### config.mk
export PLATFORM = sky130hd
export DESIGN_NAME = stomp_frame_header_parser_top
export DESIGN_NICKNAME = d
export VERILOG_FILES = /design/src/design/stomp_fhp_pkg.sv /design/src/design/stomp_frame_header_parser_top.sv
export SDC_FILE = /design/constraint.sdc
export NUM_CORES = 1
export LEC_CHECK = 0
export ABC_AREA = 1
export BUFFER_PORTS_ARGS = -buffer_cell sky130_fd_sc_hd__buf_2
export CAP_MARGIN = 5
export CORE_MARGIN = 4
export CORE_UTILIZATION = 45
export CTS_BUF_LIST = sky130_fd_sc_hd__clkbuf_16
export DETAILED_ROUTE_END_ITERATION = 8
export MAX_ROUTING_LAYER = met4
export PLACE_DENSITY_LB_ADDON = 0.15
export SETUP_SLACK_MARGIN = 0.3
export SYNTH_ARGS = -nofsm -noshare
export SYNTH_HDL_FRONTEND = slang
export SYNTH_SLANG_ARGS = --single-unit
### constraint.sdc
create_clock -name clock -period 5.9 [get_ports clock]
set_clock_uncertainty 0.15 [all_clocks]
set_input_delay 0.59 -clock clock [delete_from_list [all_inputs] [get_ports clock]]
set_output_delay 0.59 -clock clock [all_outputs]
set_load 0.01 [all_outputs]
### src/design/stomp_fhp_pkg.sv
package stomp_fhp_pkg;

   // Parser phases, one-hot.
   typedef enum logic [8:0] {
      PH_START       = 9'b000000001,
      PH_COMMAND     = 9'b000000010,
      PH_COMMAND_LF  = 9'b000000100,
      PH_HDR_START   = 9'b000001000,
      PH_HDR_NAME    = 9'b000010000,
      PH_HDR_VALUE   = 9'b000100000,
      PH_HDR_CR      = 9'b001000000,
      PH_ALMOST_DONE = 9'b010000000,
      PH_DISCARD     = 9'b100000000
   } phase_type;

   typedef logic [1:0] event_type;
   localparam event_type EV_HEADER     = 2'd0;
   localparam event_type EV_HDRS_END   = 2'd1;
   localparam event_type EV_DISCONNECT = 2'd2;
   localparam event_type EV_INVALID    = 2'd3;

   typedef logic [3:0] command_type;
   localparam command_type CMD_NONE        = 4'd0;
   localparam command_type CMD_ACK         = 4'd2;
   localparam command_type CMD_SEND        = 4'd3;
   localparam command_type CMD_NACK        = 4'd4;
   localparam command_type CMD_BEGIN       = 4'd5;
   localparam command_type CMD_ABORT       = 4'd6;
   localparam command_type CMD_ERROR       = 4'd7;
   localparam command_type CMD_COMMIT      = 4'd8;
   localparam command_type CMD_CONNECT     = 4'd9;
   localparam command_type CMD_MESSAGE     = 4'd10;
   localparam command_type CMD_RECEIPT     = 4'd11;
   localparam command_type CMD_SUBSCRIBE   = 4'd12;
   localparam command_type CMD_CONNECTED   = 4'd13;
   localparam command_type CMD_DISCONNECT  = 4'd14;
   localparam command_type CMD_UNSUBSCRIBE = 4'd15;

   localparam logic [7:0] CH_NUL    = 8'h00;
   localparam logic [7:0] CH_LF     = 8'h0A;
   localparam logic [7:0] CH_CR     = 8'h0D;
   localparam logic [7:0] CH_HYPHEN = 8'h2D;
   localparam logic [7:0] CH_COLON  = 8'h3A;
   localparam logic [7:0] CH_UP_A   = 8'h41;
   localparam logic [7:0] CH_UP_E   = 8'h45;
   localparam logic [7:0] CH_UP_Z   = 8'h5A;
   localparam logic [7:0] CH_LO_A   = 8'h61;
   localparam logic [7:0] CH_LO_Z   = 8'h7A;

   // Command words, padded with NUL to the longest word.
   localparam int CMD_TEXT_LEN = 11;
   localparam int CMD_ENTRIES  = 15;
   // Letter position taken without a range check, besides the first three.
   localparam int FREE_POS     = 8;

   typedef logic [7:0] cmd_text_type [CMD_TEXT_LEN];

   localparam cmd_text_type CMD_TEXT [CMD_ENTRIES] = '{
      '{"A","C","K",8'h0,8'h0,8'h0,8'h0,8'h0,8'h0,8'h0,8'h0},
      '{"N","A","C","K",8'h0,8'h0,8'h0,8'h0,8'h0,8'h0,8'h0},
      '{"S","E","N","D",8'h0,8'h0,8'h0,8'h0,8'h0,8'h0,8'h0},
      '{"S","T","O","M","P",8'h0,8'h0,8'h0,8'h0,8'h0,8'h0},
      '{"B","E","G","I","N",8'h0,8'h0,8'h0,8'h0,8'h0,8'h0},
      '{"A","B","O","R","T",8'h0,8'h0,8'h0,8'h0,8'h0,8'h0},
      '{"E","R","R","O","R",8'h0,8'h0,8'h0,8'h0,8'h0,8'h0},
      '{"C","O","M","M","I","T",8'h0,8'h0,8'h0,8'h0,8'h0},
      '{"C","O","N","N","E","C","T",8'h0,8'h0,8'h0,8'h0},
      '{"M","E","S","S","A","G","E",8'h0,8'h0,8'h0,8'h0},
      '{"R","E","C","E","I","P","T",8'h0,8'h0,8'h0,8'h0},
      '{"S","U","B","S","C","R","I","B","E",8'h0,8'h0},
      '{"C","O","N","N","E","C","T","E","D",8'h0,8'h0},
      '{"D","I","S","C","O","N","N","E","C","T",8'h0},
      '{"U","N","S","U","B","S","C","R","I","B","E"}
   };

   localparam logic [3:0] CMD_LEN [CMD_ENTRIES] = '{
      4'd3, 4'd4, 4'd4, 4'd5, 4'd5, 4'd5, 4'd5, 4'd6,
      4'd7, 4'd7, 4'd7, 4'd9, 4'd9, 4'd10, 4'd11
   };

   localparam command_type CMD_CODE [CMD_ENTRIES] = '{
      CMD_ACK, CMD_NACK, CMD_SEND, CMD_CONNECT, CMD_BEGIN, CMD_ABORT,
      CMD_ERROR, CMD_COMMIT, CMD_CONNECT, CMD_MESSAGE, CMD_RECEIPT,
      CMD_SUBSCRIBE, CMD_CONNECTED, CMD_DISCONNECT, CMD_UNSUBSCRIBE
   };

endpackage

### src/design/stomp_frame_header_parser_top.sv
// Channel   Direction  Handshake           Beat payload
// req_      in         req_valid/req_stall data_byte (8)
// rsp_      out        rsp_valid/rsp_stall event_kind, command_code, name_hash,
//                                          name_length, value_length, name_flagged
//
// One byte per cycle sustained, but for the stalls below. A byte waits in the input
// register, where the phase logic and the hash multiply-add by 31 decide the next
// state and at most one result beat, which is loaded into the output register.
// A byte that makes no result moves on even while a result beat is stalled;
// one that makes a result waits until the output register is free.
// Reset is synchronous and returns the parser to the start phase.
module stomp_frame_header_parser_top
   import stomp_fhp_pkg::*;
#(
   parameter int MAX_COMMAND_LEN = 11,
   parameter int HASH_BITS       = 32,
   parameter int NAME_LEN_BITS   = 12,
   parameter int VALUE_LEN_BITS  = 16
) (
   input  logic                      clock,
   input  logic                      reset,
   input  logic                      req_valid,
   output logic                      req_stall,
   input  logic [7:0]                req_data_byte,
   output logic                      rsp_valid,
   input  logic                      rsp_stall,
   output logic [1:0]                rsp_event_kind,
   output logic [3:0]                rsp_command_code,
   output logic [HASH_BITS-1:0]      rsp_name_hash,
   output logic [NAME_LEN_BITS-1:0]  rsp_name_length,
   output logic [VALUE_LEN_BITS-1:0] rsp_value_length,
   output logic                      rsp_name_flagged
);

   // The letter count runs one past the store so that overlong commands are seen.
   localparam int CNT_W = $clog2(MAX_COMMAND_LEN + 2);
   localparam logic [NAME_LEN_BITS-1:0]  NAME_MAX  = '1;
   localparam logic [VALUE_LEN_BITS-1:0] VALUE_MAX = '1;

   // Input register
   logic       in_valid_ff, in_valid_in;
   logic [7:0] in_byte_ff;

   // Parser state
   phase_type                 phase_ff, phase_in;
   logic [7:0]                letters_ff [MAX_COMMAND_LEN];
   logic [7:0]                letters_in [MAX_COMMAND_LEN];
   logic [CNT_W-1:0]          count_ff, count_in;
   command_type               cmd_ff, cmd_in;
   logic [HASH_BITS-1:0]      hash_ff, hash_in;
   logic [NAME_LEN_BITS-1:0]  name_ff, name_in;
   logic [VALUE_LEN_BITS-1:0] value_ff, value_in;
   logic                      bad_ff, bad_in;

   // Output register
   logic                      out_valid_ff, out_valid_in;
   event_type                 out_kind_ff;
   command_type               out_cmd_ff;
   logic [HASH_BITS-1:0]      out_hash_ff;
   logic [NAME_LEN_BITS-1:0]  out_name_ff;
   logic [VALUE_LEN_BITS-1:0] out_value_ff;
   logic                      out_flag_ff;

   logic        emit;
   event_type   emit_kind;
   logic        advance;
   command_type matched;
   logic        add_letter;
   logic [CNT_W-1:0] letter_pos;
   logic [7:0]  ch;
   logic        is_letter, in_range;
   logic [HASH_BITS-1:0] hash_step;

   assign ch        = in_byte_ff;
   assign is_letter = (ch >= CH_LO_A && ch <= CH_LO_Z) || (ch >= CH_UP_A && ch <= CH_UP_Z)
                      || ch == CH_HYPHEN;
   assign in_range  = ch >= CH_UP_A && ch <= CH_LO_Z;
   // hash * 31 + byte, wrapping.
   assign hash_step = (hash_ff << 5) - hash_ff + HASH_BITS'(ch);

   // Compare the gathered letters with every command word at once.
   always_comb begin
      logic hit;
      matched = CMD_NONE;
      for (int e = CMD_ENTRIES - 1; e >= 0; e--) begin
         hit = (count_ff == CNT_W'(CMD_LEN[e]));
         for (int k = 0; k < CMD_TEXT_LEN; k++) begin
            if (k < int'(CMD_LEN[e]) && letters_ff[k] != CMD_TEXT[e][k]) begin
               hit = 1'b0;
            end
         end
         if (hit) begin
            matched = CMD_CODE[e];
         end
      end
   end

   always_comb begin
      phase_in   = phase_ff;
      count_in   = count_ff;
      cmd_in     = cmd_ff;
      hash_in    = hash_ff;
      name_in    = name_ff;
      value_in   = value_ff;
      bad_in     = bad_ff;
      emit       = 1'b0;
      emit_kind  = EV_INVALID;
      add_letter = 1'b0;

      unique case (phase_ff)
         PH_START: begin
            if (ch != CH_CR && ch != CH_LF) begin
               count_in   = '0;
               cmd_in     = CMD_NONE;
               phase_in   = PH_COMMAND;
               add_letter = 1'b1;
            end
         end
         PH_COMMAND: begin
            if (matched != CMD_NONE) begin
               cmd_in = matched;
               priority if (matched == CMD_DISCONNECT) begin
                  phase_in  = PH_START;
                  emit      = 1'b1;
                  emit_kind = EV_DISCONNECT;
               end else if (ch == CH_CR) begin
                  phase_in = PH_COMMAND_LF;
               end else if (ch == CH_LF) begin
                  phase_in = PH_HDR_START;
               end else if (ch == CH_UP_E && matched == CMD_CONNECT) begin
                  add_letter = 1'b1;
               end else begin
                  emit = 1'b1;
               end
            end else if (count_ff > CNT_W'(MAX_COMMAND_LEN)) begin
               emit = 1'b1;
            end else if (count_ff >= CNT_W'(3) && count_ff != CNT_W'(FREE_POS)
                         && !in_range) begin
               emit = 1'b1;
            end else begin
               add_letter = 1'b1;
            end
         end
         PH_COMMAND_LF: begin
            priority if (ch == CH_CR) begin
               phase_in = PH_COMMAND_LF;
            end else if (ch == CH_LF) begin
               phase_in = PH_HDR_START;
            end else begin
               emit = 1'b1;
            end
         end
         PH_HDR_START: begin
            bad_in = 1'b0;
            priority if (ch == CH_CR) begin
               phase_in = PH_ALMOST_DONE;
            end else if (ch == CH_LF) begin
               if (cmd_ff == CMD_SEND || cmd_ff == CMD_MESSAGE) begin
                  phase_in  = PH_START;
                  emit      = 1'b1;
                  emit_kind = EV_HDRS_END;
               end else begin
                  phase_in = PH_ALMOST_DONE;
               end
            end else if (ch == CH_NUL || ch == CH_COLON) begin
               emit = 1'b1;
            end else begin
               phase_in = PH_HDR_NAME;
               hash_in  = HASH_BITS'(ch);
               name_in  = NAME_LEN_BITS'(1);
               value_in = '0;
            end
         end
         PH_HDR_NAME: begin
            priority if (is_letter) begin
               hash_in = hash_step;
               if (name_ff != NAME_MAX) begin
                  name_in = name_ff + NAME_LEN_BITS'(1);
               end
            end else if (ch == CH_COLON) begin
               value_in = '0;
               phase_in = PH_HDR_VALUE;
            end else if (ch == CH_CR) begin
               value_in = '0;
               phase_in = PH_HDR_CR;
            end else if (ch == CH_LF) begin
               // A name ended by a bare LF is dropped without an event.
               phase_in = PH_HDR_START;
            end else if (ch == CH_NUL) begin
               emit = 1'b1;
            end else begin
               bad_in = 1'b1;
               if (name_ff != NAME_MAX) begin
                  name_in = name_ff + NAME_LEN_BITS'(1);
               end
            end
         end
         PH_HDR_VALUE: begin
            priority if (ch == CH_CR) begin
               phase_in = PH_HDR_CR;
            end else if (ch == CH_LF) begin
               phase_in  = PH_HDR_START;
               emit      = 1'b1;
               emit_kind = EV_HEADER;
            end else if (ch == CH_NUL) begin
               emit = 1'b1;
            end else if (value_ff != VALUE_MAX) begin
               value_in = value_ff + VALUE_LEN_BITS'(1);
            end
         end
         PH_HDR_CR: begin
            priority if (ch == CH_LF) begin
               phase_in  = PH_HDR_START;
               emit      = 1'b1;
               emit_kind = EV_HEADER;
            end else if (ch == CH_CR) begin
               phase_in = PH_HDR_CR;
            end else begin
               emit = 1'b1;
            end
         end
         PH_ALMOST_DONE: begin
            priority if (ch == CH_CR || ch == CH_LF) begin
               if (cmd_ff == CMD_SEND || cmd_ff == CMD_MESSAGE) begin
                  phase_in  = PH_START;
                  emit      = 1'b1;
                  emit_kind = EV_HDRS_END;
               end
            end else if (ch == CH_NUL) begin
               phase_in  = PH_START;
               emit      = 1'b1;
               emit_kind = EV_HDRS_END;
            end else begin
               emit = 1'b1;
            end
         end
         PH_DISCARD: begin
            if (ch == CH_NUL) begin
               phase_in = PH_START;
            end
         end
         default: begin
            emit = 1'b1;
         end
      endcase

      // An invalid byte sends the parser to discard, unless it is the NUL itself.
      if (emit && emit_kind == EV_INVALID) begin
         phase_in = (ch == CH_NUL) ? PH_START : PH_DISCARD;
      end

      // A new command starts its letters at slot zero, so the slot follows the cleared count.
      letter_pos = count_in;
      if (add_letter && count_in <= CNT_W'(MAX_COMMAND_LEN)) begin
         count_in = count_in + CNT_W'(1);
      end
   end

   always_comb begin
      for (int i = 0; i < MAX_COMMAND_LEN; i++) begin
         letters_in[i] = letters_ff[i];
         if (add_letter && letter_pos == CNT_W'(i)) begin
            letters_in[i] = ch;
         end
      end
   end

   // A byte moves on unless it makes a beat while the output register is held.
   assign advance      = in_valid_ff && !(emit && out_valid_ff && rsp_stall);
   assign req_stall    = in_valid_ff && !advance;
   assign in_valid_in  = (req_valid && !req_stall) || (in_valid_ff && !advance);
   assign out_valid_in = (advance && emit) || (out_valid_ff && rsp_stall);

   always_ff @(posedge clock) begin
      if (reset) begin
         in_valid_ff  <= 1'b0;
         out_valid_ff <= 1'b0;
         phase_ff     <= PH_START;
         count_ff     <= '0;
         cmd_ff       <= CMD_NONE;
         hash_ff      <= '0;
         name_ff      <= '0;
         value_ff     <= '0;
         bad_ff       <= 1'b0;
      end else begin
         in_valid_ff  <= in_valid_in;
         out_valid_ff <= out_valid_in;
         if (advance) begin
            phase_ff <= phase_in;
            count_ff <= count_in;
            cmd_ff   <= cmd_in;
            hash_ff  <= hash_in;
            name_ff  <= name_in;
            value_ff <= value_in;
            bad_ff   <= bad_in;
         end
      end
   end

   always_ff @(posedge clock) begin
      if (req_valid && !req_stall) begin
         in_byte_ff <= req_data_byte;
      end
      if (advance) begin
         letters_ff <= letters_in;
      end
      if (advance && emit) begin
         out_kind_ff <= emit_kind;
         out_cmd_ff  <= cmd_in;
         if (emit_kind == EV_HEADER) begin
            out_hash_ff  <= hash_ff;
            out_name_ff  <= name_ff;
            out_value_ff <= value_ff;
            out_flag_ff  <= bad_ff;
         end else begin
            out_hash_ff  <= '0;
            out_name_ff  <= '0;
            out_value_ff <= '0;
            out_flag_ff  <= 1'b0;
         end
      end
   end

   assign rsp_valid        = out_valid_ff;
   assign rsp_event_kind   = out_kind_ff;
   assign rsp_command_code = out_cmd_ff;
   assign rsp_name_hash    = out_hash_ff;
   assign rsp_name_length  = out_name_ff;
   assign rsp_value_length = out_value_ff;
   assign rsp_name_flagged = out_flag_ff;

`ifndef SYNTH
   a_discard_silent: assert property (@(posedge clock) disable iff (reset)
      (in_valid_ff && phase_ff == PH_DISCARD) |-> !emit)
      else $error("byte in discard phase produced a beat");

   a_count_bounded: assert property (@(posedge clock) disable iff (reset)
      count_ff <= CNT_W'(MAX_COMMAND_LEN + 1))
      else $error("command letter count overran");

   a_disconnect_restarts: assert property (@(posedge clock) disable iff (reset)
      (advance && emit && emit_kind == EV_DISCONNECT) |=> phase_ff == PH_START)
      else $error("parser did not restart after disconnect");

   a_beat_from_byte: assert property (@(posedge clock) disable iff (reset)
      $rose(out_valid_ff) |-> $past(advance && emit))
      else $error("result beat appeared without a byte behind it");
`endif

endmodule

# [After elaboration in Yosys (flattened, before gate mapping)]
# Cells that the tools add are included.
[classes] n_mul=0 div_mod_pow=0 n_eq_ne=138 muxes=213 n_lt_le_gt_ge=7 n_addsub=5 n_reduce_logical=62 n_bitwise=0 shifts=0
[ops] op="8-bit by 7-bit inequality test with 1-bit output, second input constant" n=72
[ops] op="9-bit two-way mux" n=18
[ops] op="16-bit two-way mux" n=10
[ops] op="1-bit two-way mux" n=135
[ops] op="32-bit two-way mux" n=4
[ops] op="12-bit two-way mux" n=9
[ops] op="9-bit case mux with 9 select lines" n=1
[ops] op="4-bit two-way mux" n=20
[ops] op="32-bit case mux with 2 select lines" n=1
[ops] op="16-bit case mux with 3 select lines" n=1
[ops] op="4-bit == test, second input constant" n=9
[ops] op="32-bit by 8-bit adder with 32-bit output" n=1
[ops] op="4-bit by 3-bit == test with 1-bit output, second input constant" n=8
[ops] op="32-bit subtractor" n=1
[ops] op="1-bit logical AND" n=27
[ops] op="2-bit inequality test, second input constant" n=13
[ops] op="3-bit inequality test, second input constant" n=8
[ops] op="12-bit case mux with 2 select lines" n=1
[ops] op="2-bit AND reduction" n=11
[ops] op="16-bit by 1-bit adder with 16-bit output, second input constant" n=1
[ops] op="4-bit by 2-bit == test with 1-bit output, second input constant" n=4
[ops] op="8-bit by 4-bit == test with 1-bit output, second input constant" n=2
[ops] op="8-bit by 6-bit == test with 1-bit output, second input constant" n=2
[ops] op="8-bit by 7-bit greater-or-equal comparator with 1-bit output, second input constant" n=2
[ops] op="other kinds (44)" n=64
[totals] inputBits=12 memories=0 out_inout_bits=69 ram_bits=0 word_cells=452 romBits=0 latch_bits=0 regBits=243

# [Longest topological paths before layout]
[logic_depth] ltp_word=44 depth_mapped=26 mapped_depth_nobuf=25

# [Worst setup path after synthesis]
# No wires, ideal clock.
[synth_path] kind="register -> register" from="register in_byte_ff[7], in the netlist ch[7]" to="register out_cmd_ff[0], in the netlist rsp_command_code[0] (enable)" setup_time_ns=0.421 stages_incl_launch_ff=13 setup_slack_ns=1.588 n_path_buf=1 t_required_ns=5.329 arrival_time_ns=3.741 period_less_slack_ns=4.312 cell_sequence="edfxtp_1 nor2_1 nand2_1 nor2_2 nor2_1 o21ai_0 nand3_1 a221oi_1 nand2_2 a21oi_4 buf_2 nand2_1 inv_1"
[synth_between] elab_chain_len=13 elab_cells_between_ends=48 classes_between="order compare: 4; eq/ne: 5; mux: 23; reduce/logical: 16"
[synth_rtl] item="from (decl)" line="stomp_frame_header_parser_top.sv:42" source="logic [7:0] in_byte_ff;"
[synth_rtl] item="from (signal assigned)" line="stomp_frame_header_parser_top.sv:302" source="in_byte_ff <= req_data_byte;"
[synth_rtl] item="8-bit by 7-bit greater-or-equal comparator with 1-bit output, or another cell as far along" line="stomp_frame_header_parser_top.sv:75, stomp_frame_header_parser_top.sv:77"
[synth_rtl] item="1-bit logical AND (on tied branches)" line="stomp_frame_header_parser_top.sv:77, stomp_frame_header_parser_top.sv:130"
[synth_rtl] item="1-bit zero test or 1-bit two-way mux (tied branches)" line="stomp_frame_header_parser_top.sv:138, stomp_frame_header_parser_top.sv:130"
[synth_rtl] item="1-bit logical AND or 1-bit two-way mux (tied branches)" line="stomp_frame_header_parser_top.sv:138, stomp_frame_header_parser_top.sv:128"
[synth_rtl] item="1-bit two-way mux (on tied branches)" line="stomp_frame_header_parser_top.sv:137, stomp_frame_header_parser_top.sv:126"
[synth_rtl] item="1-bit two-way mux (on tied branches)" line="stomp_frame_header_parser_top.sv:135, stomp_frame_header_parser_top.sv:122"
[synth_rtl] item="1-bit two-way mux" line="stomp_frame_header_parser_top.sv:120" source="if (matched != CMD_NONE) begin"
[synth_rtl] item="1-bit case mux with 8 select lines *" line="stomp_frame_header_parser_top.sv:110" source="unique case (phase_ff)"
[synth_rtl] item="1-bit logical AND (2 in series)" line="stomp_frame_header_parser_top.sv:269" source="assign advance = in_valid_ff && !(emit && out_valid_ff && rsp_stall);"
[synth_rtl] item="1-bit zero test" line="stomp_frame_header_parser_top.sv:269"
[synth_rtl] item="1-bit logical AND" line="stomp_frame_header_parser_top.sv:269"
[synth_rtl] item="1-bit logical AND *" line="stomp_frame_header_parser_top.sv:307" source="if (advance && emit) begin"
[synth_rtl] item="to (signal assigned)" line="stomp_frame_header_parser_top.sv:309" source="out_cmd_ff <= cmd_in;"
[synth_rtl] item="to (decl)" line="stomp_frame_header_parser_top.sv:58" source="command_type out_cmd_ff;"
# Every way passes the cells marked *; elsewhere a longest branch is shown, timed or not.
# A chain may end at the register's enable or synchronous reset.

# [Final worst setup path]
[layout_path] from="register phase_ff[3]" to="register letters_ff[25] (netlist name) (enable)"
[layout_between] elab_chain_len=8 elab_cells_between_ends=20 classes_between="eq/ne: 10; mux: 3; reduce/logical: 7"
[layout_rtl] item="from (decl)" line="stomp_frame_header_parser_top.sv:45" source="phase_type phase_ff, phase_in;"
[layout_rtl] item="from (signal assigned)" line="stomp_frame_header_parser_top.sv:289" source="phase_ff <= phase_in;"
[layout_rtl] item="9-bit == test or 9-bit by 1-bit == test with 1-bit output (tied branches)" line="stomp_frame_header_parser_top.sv:110"
[layout_rtl] item="2-bit OR reduction (no source line)"
[layout_rtl] item="1-bit case mux with 8 select lines" line="stomp_frame_header_parser_top.sv:110"
[layout_rtl] item="1-bit logical AND (2 in series)" line="stomp_frame_header_parser_top.sv:269"
[layout_rtl] item="1-bit zero test" line="stomp_frame_header_parser_top.sv:269"
[layout_rtl] item="1-bit logical AND" line="stomp_frame_header_parser_top.sv:269"
[layout_rtl] item="2-bit AND reduction (no source line) *"
[layout_rtl] item="to (signal assigned)" line="stomp_frame_header_parser_top.sv:305" source="letters_ff <= letters_in;"
[layout_rtl] item="to (decl)" line="stomp_frame_header_parser_top.sv:46" source="logic [7:0] letters_ff [MAX_COMMAND_LEN];"
# Marked as above.

==> impl_metrics.toml <==
[outcome]
status = "completed"

[pwr]
switching_power_mw = 1.81
pwr-share-seq = 0.421
power.leakage_nw = 6.74
clockPowerShare = 0.309
power.density_nw_per_um2 = 315
ir_drop_mv = 0.315
power.internal_mw = 3.39
swShare = 0.347
p_comb_frac = 0.270

[logic_synthesis]
async_flop_share = 0
ys.flop_type = "edfxtp_1"
yosysTopAreaCell = "edfxtp_1"
ys_ff_latch = 243
synth-edff-count = 163
synth_top_area_share = 0.333
synth_cell_types = 53
ys_seq_area_frac = 0.442
yosysWarnings = 0
syn_inst = 1948
synth.avg_cell_area_um2 = 7.54
synthTopCellsByArea = "edfxtp_1, dfxtp_1, nor2_1, nand2_1, inv_1"
syn-num-nets = 2028
synthesis.area_um2 = 14700

[min_path]
min_path_type = "in2reg"
hold_depth = 1
holdPathEnd = "ch[7]$_DFFE_PP_"
hold_start = "req_data_byte[7]"

[setup_path]
crit_type = "reg2reg"
cp-start-kind = "flip-flop"
path_max_fanout = 19
required_ps = 5900
cp-end-kind = "flip-flop"
rr_startpoint = "phase_ff[3]$_SDFFE_PP0P_"
reg2reg_to = "letters_ff[25]$_DFFE_PP_"
crit_start = "phase_ff[3]$_SDFFE_PP0P_"
r2r_cells = 13
worstPathArrival_ps = 4890
reg2reg_slack_ps = 1010

[clock_network]
postCtsResizedCells = 0
clock_latency_ps = 560
hold_buffers = 0
path_clk_slew_ps = 60
cts_htree_levels = 1
cts_tree = "yes"
clock-sinks = 243
cts_buffers = 28
clockBufferDepth = 3
post_cts_buffers = 0
cts-root-buf = "clkbuf_16"

[timing]
finalHoldViolations = 0
setup_ws_ps = 1010
rsz0062_at_grt = "false"
setup_tns_ps = 0
setup_viol = 0
fmax_mhz = 205
max_slew_margin = 0.184
worst_pin_slew_ps = 1210
finalCritPeriodShare = 0.828
slew_viol_final = 0
final.min_clock_period_ps = 4890

[route]
antenna_left = 0
drtPass1Iterations = 5
route.met2.wl_um = 20300
drc = 0
vias = 13332
route.met3.wl_um = 3210
dr.first_iter.drc_count = 980
vias_per_cell = 5.33
topRoutingLayerUsed = "met4"
drt-wirelength-per-cell_um = 17.8
wirelength_um = 44500
met1Wirelength_um = 20200

[grt]
grt_pass1_wl_um = 70500
antenna_found_initial = 0
overflow = 0
grt_start_max_net_pins = 67
first_global_vias = 12889
grt_use_total = 0.252

[floorplan]
die_w_um = 189
core_area_um2 = 31900
start_util = 0.461
ios = 81
rows = 65
fp.dieArea_um2 = 35600
die_y_um = 189

[finish]
fin_nets = 2122
final_area_um2 = 16500
drive_gt1_frac = 0.0901
area_growth_syn_to_layout_pct = 12.3
antenna_cells = 0

[placement]
dp_slack_ps = 1220
io_buffer_count = 80
gp_congestion = 1.04
placed_area_um2 = 15600
dp_hpwl_um = 33900

[flow_run]
maxCapViolations = 0
## metal layers
layer | GRT usage | vias to the layer above
met2 | 0.405 | 467
met5 | - | -
li1 | - | 6608
met1 | 0.341 | 6187
met3 | 0.0435 | 70
met4 | 0.0513 | 0
## through the flow
| stage | std cells | utilization | hold slack [ps] | power (mW) |
|---|---|---|---|---|
| final | 2499 | 0.517 | 75.7 | 5.20 |
| after global routing | 2499 | 0.517 | 53.7 | 5.51 |
| after CTS | 2499 | 0.517 | 54.2 | 5.24 |
| after detailed placement | 2447 | 0.491 | 306 | 3.62 |
| after global placement | 2447 | 0.491 | 296 | 3.62 |
| after floorplan | 1948 | - | 277 | 3.14 |
## power by group through the flow
stage                     registers (mW)  logic (mW)  clock network (mW)
after CTS                           2.19        1.40                1.65
after detailed placement            2.23        1.40                   0
after floorplan                     2.28       0.863                   0
final                               2.19        1.40                1.61
after global placement              2.22        1.40                   0
after global routing                2.22        1.56                1.73
## worst max-delay path: stages, from the launching register on
cell      delay (ps)
dfxtp_1          390
nor2_2           220
nand2_1          240
nor3_4           780
nor2_1           230
nand3_1          130
nor3_1            70
nand2_1          120
nand3_1           80
a221oi_1         350
nand2_2          160
nand2_2          170
nand2_1          340
nor3_1          1040
## Yosys cell counts, types with 2 or more instances
master and number:
a21boi_0 2, nand3b_1 8, o21ai_0 48, buf_2 13, o21ai_1 6, nor3_1 73, nand2_2 6, nand3_1 121
buf_4 3, nor2_1 414, nor3_4 2, inv_2 13, o211ai_1 6, o221ai_1 2, a21o_1 5, a21oi_1 89
edfxtp_1 163, o21bai_1 3, a22oi_1 2, nor3b_1 4, fa_1 4, nor2_2 16, and3_1 4, nand4_1 48
ha_1 64, xor2_1 29, nand3_2 2, inv_1 250, xnor2_1 10, o21a_1 4, a31oi_1 4, dfxtp_1 80
nand2_1 388, a221oi_1 2, nor4_1 20, o22ai_1 3, clkbuf_1 21
## cell type report
cell class	instances	area (µm²)
multi-input combinational	1403	7030
inverter	264	991
clock buffer	28	701
tap	435	544
timing repair buffer	102	578
fill	3145	15400
sequential	243	6500
clock inverter	24	155
## logic make-up (layout without fill, tap and decap cells)
family	count (synthesis)	count (layout)	share of synthesized area
AND/OR/NAND/NOR	1113	1113	0.325
AO/OA/AOI/OAI	183	183	0.0700
flip-flops	243	243	0.442
adder cells (fa/ha/maj)	68	68	0.0599
buffers and inverters	302	418	0.0795
XOR/XNOR	39	39	0.0232
## cells in the final DEF (no fill, tap or decap), types with 3 or more instances in the layout
| cell type | Yosys | final |
|---|---|---|
| o21ai_1 | 6 | 6 |
| buf_2 | 13 | 80 |
| inv_1 | 250 | 260 |
| clkinv_2 | 0 | 4 |
| nor3b_1 | 4 | 4 |
| o22ai_1 | 3 | 3 |
| xor2_1 | 29 | 29 |
| fa_1 | 4 | 4 |
| clkbuf_16 | 0 | 28 |
| o21bai_1 | 3 | 3 |
| o21ai_0 | 48 | 48 |
| inv_2 | 13 | 14 |
| nand3b_1 | 8 | 8 |
| nand3_1 | 121 | 121 |
| nor2_1 | 414 | 414 |
| ha_1 | 64 | 64 |
| nand4_1 | 48 | 48 |
| nor2_2 | 16 | 16 |
| clkinv_1 | 1 | 3 |
| xnor2_1 | 10 | 10 |
| a21oi_1 | 89 | 89 |
| edfxtp_1 | 163 | 163 |
| nand2_1 | 388 | 388 |
| nor4_1 | 20 | 20 |
| buf_4 | 3 | 21 |
| a21o_1 | 5 | 5 |
| o211ai_1 | 6 | 6 |
| a31oi_1 | 4 | 4 |
| nand2_2 | 6 | 6 |
| dfxtp_1 | 80 | 80 |
| and3_1 | 4 | 4 |
| nor3_1 | 73 | 73 |
| clkinvlp_4 | 0 | 3 |
| o21a_1 | 4 | 4 |
## state kept, by name, indices dropped and copies added (netlist names), 2 cells and up
name,count
rsp_name_hash,32
rsp_name_length,12
cmd_ff,4
count_ff,4
letters_ff,88
ch,8
rsp_value_length,16
hash_ff,32
rsp_command_code,4
name_ff,12
rsp_event_kind,2
value_ff,16
phase_ff,9
## worst max-delay path by stage
stage / to / slack, ps / depth (start not counted)
floorplan: rsp_command_code[0]$_DFFE_PP_ / 1590 / 12
global placement: letters_ff[25]$_DFFE_PP_ / 1290 / 13
detailed placement: letters_ff[25]$_DFFE_PP_ / 1220 / 13
CTS: letters_ff[25]$_DFFE_PP_ / 1090 / 13
global route: letters_ff[25]$_DFFE_PP_ / 740 / 13
finish: letters_ff[25]$_DFFE_PP_ / 1010 / 13
(Power assumes the default switching activity.)
